$ cat src/ace_pkg.sv
// ----------------------------------------------------------------------------
// ace_pkg
// Shared types and constants of the ARP cache engine: table size, ARP field
// constants, status codes, register indices and the structs that travel
// along the row of table cells.
// ----------------------------------------------------------------------------
package ace_pkg;

  localparam int TABLE_ENTRIES = 32;
  localparam int IDX_W = (TABLE_ENTRIES > 1) ? $clog2(TABLE_ENTRIES) : 1;

  localparam logic [10:0] MIN_LEN    = 11'd28;
  localparam logic [15:0] HTYPE_ETH  = 16'h0001;
  localparam logic [15:0] PTYPE_IPV4 = 16'h0800;
  localparam logic [15:0] OP_REQUEST = 16'h0001;
  localparam logic [7:0]  HLEN_ETH   = 8'd6;
  localparam logic [7:0]  PLEN_IPV4  = 8'd4;

  localparam logic OPER_PACKET = 1'b0;
  localparam logic OPER_LOOKUP = 1'b1;

  // Register indices, taken from paddr[3].
  localparam logic REG_HOST_IP = 1'b0;
  localparam logic REG_OWN_MAC = 1'b1;

  typedef enum logic [2:0] {
    ST_SHORT    = 3'd0,
    ST_BADTYPE  = 3'd1,
    ST_FULL     = 3'd2,
    ST_UPDATED  = 3'd3,
    ST_INSERTED = 3'd4,
    ST_HIT      = 3'd5,
    ST_MISS     = 3'd6
  } status_t;

  // Search token handed from cell to cell, one cell per cycle.
  typedef struct packed {
    logic             active;
    logic [31:0]      key;
    logic             hit;
    logic [IDX_W-1:0] hit_idx;
    logic [47:0]      hit_mac;
    logic             free;
    logic [IDX_W-1:0] free_idx;
  } token_t;

  // Write broadcast to all cells; only the addressed cell takes it.
  typedef struct packed {
    logic             en;
    logic [IDX_W-1:0] idx;
    logic [31:0]      ip;
    logic [47:0]      mac;
  } wr_t;

  typedef struct packed {
    status_t     status;
    logic        reply_valid;
    logic [31:0] reply_target_ip;
    logic [47:0] reply_target_mac;
    logic [47:0] mac_result;
    logic        length_mismatch;
  } result_t;

endpackage

$ cat src/ace_cell.sv
// ----------------------------------------------------------------------------
// ace_cell
// One table entry. Compares the passing search token against its own entry,
// marks a hit or the first free slot, and hands the token on through its own register.
// ----------------------------------------------------------------------------
module ace_cell
  import ace_pkg::*;
(
  input  logic             clk,
  input  logic             rst_n,
  input  logic [IDX_W-1:0] cell_idx,
  input  token_t           tok_in,
  input  wr_t              wr,
  output token_t           tok_out
);

  logic        valid_r;
  logic [31:0] ip_r;
  logic [47:0] mac_r;
  token_t      tok_r;
  token_t      tok_nxt;
  logic        wr_sel;

  assign wr_sel = wr.en && (wr.idx == cell_idx);

  always_comb begin
    tok_nxt = tok_in;
    if (tok_in.active) begin
      if (!tok_in.hit && valid_r && (ip_r == tok_in.key)) begin
        tok_nxt.hit     = 1'b1;
        tok_nxt.hit_idx = cell_idx;
        tok_nxt.hit_mac = mac_r;
      end
      if (!tok_in.free && !valid_r) begin
        tok_nxt.free     = 1'b1;
        tok_nxt.free_idx = cell_idx;
      end
    end
  end

  always_ff @(posedge clk) begin
    if (!rst_n) begin
      valid_r      <= 1'b0;
      tok_r.active <= 1'b0;
    end else begin
      tok_r <= tok_nxt;
      if (wr_sel) begin
        valid_r <= 1'b1;
      end
    end
  end

  always_ff @(posedge clk) begin
    if (wr_sel) begin
      ip_r  <= wr.ip;
      mac_r <= wr.mac;
    end
  end

  assign tok_out = tok_r;

endmodule

$ cat config.mk
export PLATFORM = sky130hd
export DESIGN_NAME = ace_cell
export DESIGN_NICKNAME = d
export VERILOG_FILES = /design/src/ace_pkg.sv /design/src/ace_cell.sv
export SDC_FILE = /design/constraint.sdc
export NUM_CORES = 1
export LEC_CHECK = 0
export ABC_CLOCK_PERIOD_IN_PS = 3800
export BUFFER_PORTS_ARGS = -buffer_cell sky130_fd_sc_hd__buf_2
export CELL_PAD_IN_SITES_DETAIL_PLACEMENT = 2
export CELL_PAD_IN_SITES_GLOBAL_PLACEMENT = 2
export CORE_MARGIN = 5
export CORE_UTILIZATION = 25
export DETAILED_ROUTE_END_ITERATION = 6
export PLACE_DENSITY_LB_ADDON = 0.1
export SLEW_MARGIN = 20
export SYNTH_ARGS = -nofsm -noshare
export SYNTH_HDL_FRONTEND = slang
export SYNTH_SLANG_ARGS = --single-unit
$ cat constraint.sdc
create_clock -name clk -period 3.8 [get_ports clk]
set_clock_uncertainty 0.1 [all_clocks]
set_input_delay 0.38 -clock clk [delete_from_list [all_inputs] [get_ports clk]]
set_output_delay 0.38 -clock clk [all_outputs]
set_load 0.005 [all_outputs]
==> results.sh <==
export IMPL_setup_viol=0
export IMPL_tightestPinTransition_ps=764
export IMPL_clock_sinks=174
export IMPL_layout_nets=782
export IMPL_stdcell_area_sq_um=8890
export IMPL_critPathCaptureType="register"
export IMPL_internal_power_w=0.00338
export IMPL_cp_top_family="simple AND/OR/NAND/NOR gates"
export IMPL_seq_area_frac_synth_pct=81.2
export IMPL_period_share_pct=69.1
export IMPL_hold_slack_ps=29.3
export IMPL_core_area_sq_um=25300
export IMPL_switching_share_pct=22.3
export IMPL_grt_pass1_vias=4286
export IMPL_clk_insertion_delay_late_ps=420
export IMPL_slew_headroom_pct=49.0
export IMPL_vdd_drop_max_mv=0.205
export IMPL_worstSetupPathType="reg -> reg"
export IMPL_synth_area_sq_um=6410
export IMPL_syn_nets=480
export IMPL_path_cells="xor2_1 > nor4_1 > nand3_1 > nor4_4 > buf_12 > mux2_2"
export IMPL_fmax_mhz=381
export IMPL_worstPathBufferInverterCount=1
export IMPL_hp_class="in -> reg"
export IMPL_clock_path_buffers=2
export IMPL_viasPerCell=4.11
export IMPL_grt_max_degree=53
export IMPL_routedWlPerCell_microns=19.1
export IMPL_fp_row_count=58
export IMPL_clk_pin_slew_ps=70
export IMPL_first_pass_iters=4
export IMPL_cts_tree="built"
export IMPL_rsz0062_at_grt="false"
export IMPL_switchingPower_w=0.000971
export IMPL_start_util_pct=25.4
export IMPL_grt_pass1_wl_microns=25900
export IMPL_grt_overflow=0
export IMPL_grt_total_usage_pct=12.0
export IMPL_gp_congestion=0.723
export IMPL_setup_worst_path_start="ip_r[28]"
export IMPL_cap_violations=0
export IMPL_synth_area_leaders="edfxtp_1, mux2_2, xor2_1, mux2_4, buf_6"
export IMPL_die_area_sq_um=28900
export IMPL_cts_buffers_inserted=17
export IMPL_ant_nets=0
export IMPL_clockRootBuffer="clkbuf_16"
export IMPL_final_cell_count_no_fill=940
export IMPL_area_delta_synth_final_pct=38.7
export IMPL_ios=279
export IMPL_routed_wirelength_microns=17900
export IMPL_io_buffers=278
export IMPL_cellPowerDensity_nw_per_um2=489
export IMPL_cp_slowest_stage_delay_ps=420
export IMPL_worst_ep_arrival_time_ps=2700
export IMPL_syn_area_per_cell_sq_um=21.8
export IMPL_tns_ps=0
export IMPL_critPathLaunchType="register"
export IMPL_path_max_fanout=48
export IMPL_regToRegStartpoint="ip_r[28]"
export IMPL_leakagePower_nw=3.50
export IMPL_cp_slowest_cell="nor4_1"
export IMPL_slew_viol_final=0
export IMPL_combinationalPowerShare_pct=7.0
export IMPL_netlist_area_leader_share_pct=80.6
export IMPL_fp_dieW_microns=170
export IMPL_final_hold_viol_count=0
export IMPL_finalCriticalPeriod_ps=2630
export IMPL_required_ps=3870
export IMPL_antenna_found_initial=6
export IMPL_dpl_cell_area_sq_um=8230
export IMPL_yosysWarningCount=0
export IMPL_vias=3865
export IMPL_h_tree_depth=4
export IMPL_die_height_microns=170
export IMPL_synth_top_area_cell="edfxtp_1"
export IMPL_p_clk_share_pct=41.6
export IMPL_drt_initial_drc_count=97
export IMPL_dp_cells=901
export IMPL_drc=0
export IMPL_synth_cell_type_count=19
export IMPL_p_seq_share_pct=51.5
export IMPL_final_core_util_pct=35.2
export IMPL_ys_seq_elements=174
export IMPL_layout_drive_gt1_share_pct=61.2
export IMPL_synth_cells=294
export IMPL_hpwlAfterDp_microns=13300
export IMPL_min_delay_start="wr[46]"
export IMPL_status="complete, no violations"
==> cells in the final DEF (no fill, tap or decap), types with 2 or more instances in the layout <==
master,netlist,layout
nor4_1,7,7
inv_6,0,7
dfxtp_1,2,2
xnor2_1,6,6
bufinv_16,0,2
buf_2,0,277
buf_4,0,2
nand4_1,2,2
buf_12,0,3
mux2_4,9,9
mux2_2,49,49
xor2_1,31,31
clkbuf_16,0,17
dlygate4sd3_1,0,6
edfxtp_1,172,172
inv_8,0,3
nand2b_1,2,2
==> flip-flops by register name, summed over array words and instances (netlist names) <==
name / cells
tok_out: 93
mac_r: 48
ip_r: 32
valid_r: 1
==> worst paths after layout <==
check / slack, ps / depth (start not counted) / endpoint
max: 1170 / 6 / tok_out[45]
min: 30 / 1 / mac_r[46]
max reg2reg: 1170 / 6 / tok_out[45]
min reg2reg: 390 / 1 / valid_r
==> layer usage <==
| metal | part of all wire [%] | global-route usage, % |
|---|---|---|
| met1 | 39 | 14.3 |
| met2 | 46 | 18.8 |
| met3 | 13 | 6.48 |
| met4 | 1.1 | 3.75 |
| met5 | 0.38 | 0 |
==> power by group through the flow <==
| stage | Clock (W) | Combinational [W] | Sequential (W) |
|---|---|---|---|
| after floorplan | 0 | 0.0000600 | 0.00230 |
| after global placement | 0 | 0.000302 | 0.00228 |
| after detailed placement | 0 | 0.000309 | 0.00228 |
| after CTS | 0.00189 | 0.000314 | 0.00224 |
| after global routing | 0.00196 | 0.000337 | 0.00225 |
| final | 0.00181 | 0.000303 | 0.00224 |
==> worst register-to-register path: stages (launching register included) <==
cell and delay [ps]:
edfxtp_1 380, xor2_1 150, nor4_1 420, nand3_1 240, nor4_4 350, buf_12 310, mux2_2 430
==> layout make-up <==
class	instances	area (sq um)
diodes	1	2.50
flip-flops and latches	174	5200
clock buffers	18	429
well taps	330	413
fillers	2606	16400
clock inverters	14	166
repair buffers	288	1520
multi-input cells	115	1150
==> kinds of logic after synthesis <==
kind of cell	Yosys count	synth area share, %
buf+inv	5	0.878
compound gates	1	0.117
xor+xnor	37	5.05
simple gates	19	2.05
flops	174	81.2
mux	58	10.7
==> cells in the mapped netlist <==
cell,count
xor2_1,31
xnor2_1,6
nor4_4,1
dfxtp_1,2
and2_1,1
buf_6,5
nand3_1,1
nor4_1,7
nand4_1,2
mux2_4,9
nand2b_1,2
or2_2,1
nand4b_1,1
o21a_1,1
and3_1,1
edfxtp_1,172
mux2_2,49
nor3_1,1
nor2_1,1
==> through the flow <==
stage / total power (W) / worst slack [ps]
final: 0.00435 / 1170
after global routing: 0.00455 / 950
after CTS: 0.00444 / 1090
after detailed placement: 0.00259 / 964
after global placement: 0.00258 / 1010
after floorplan: 0.00236 / 532
==> repair_timing <==
action,in CTS,in global routing
hold buffers,5,1
gates resized for setup,0,0
endpoints found under the hold margin,5,1
buffers inserted,0,0
No activity file was read; power rests on OpenSTA's default activity.
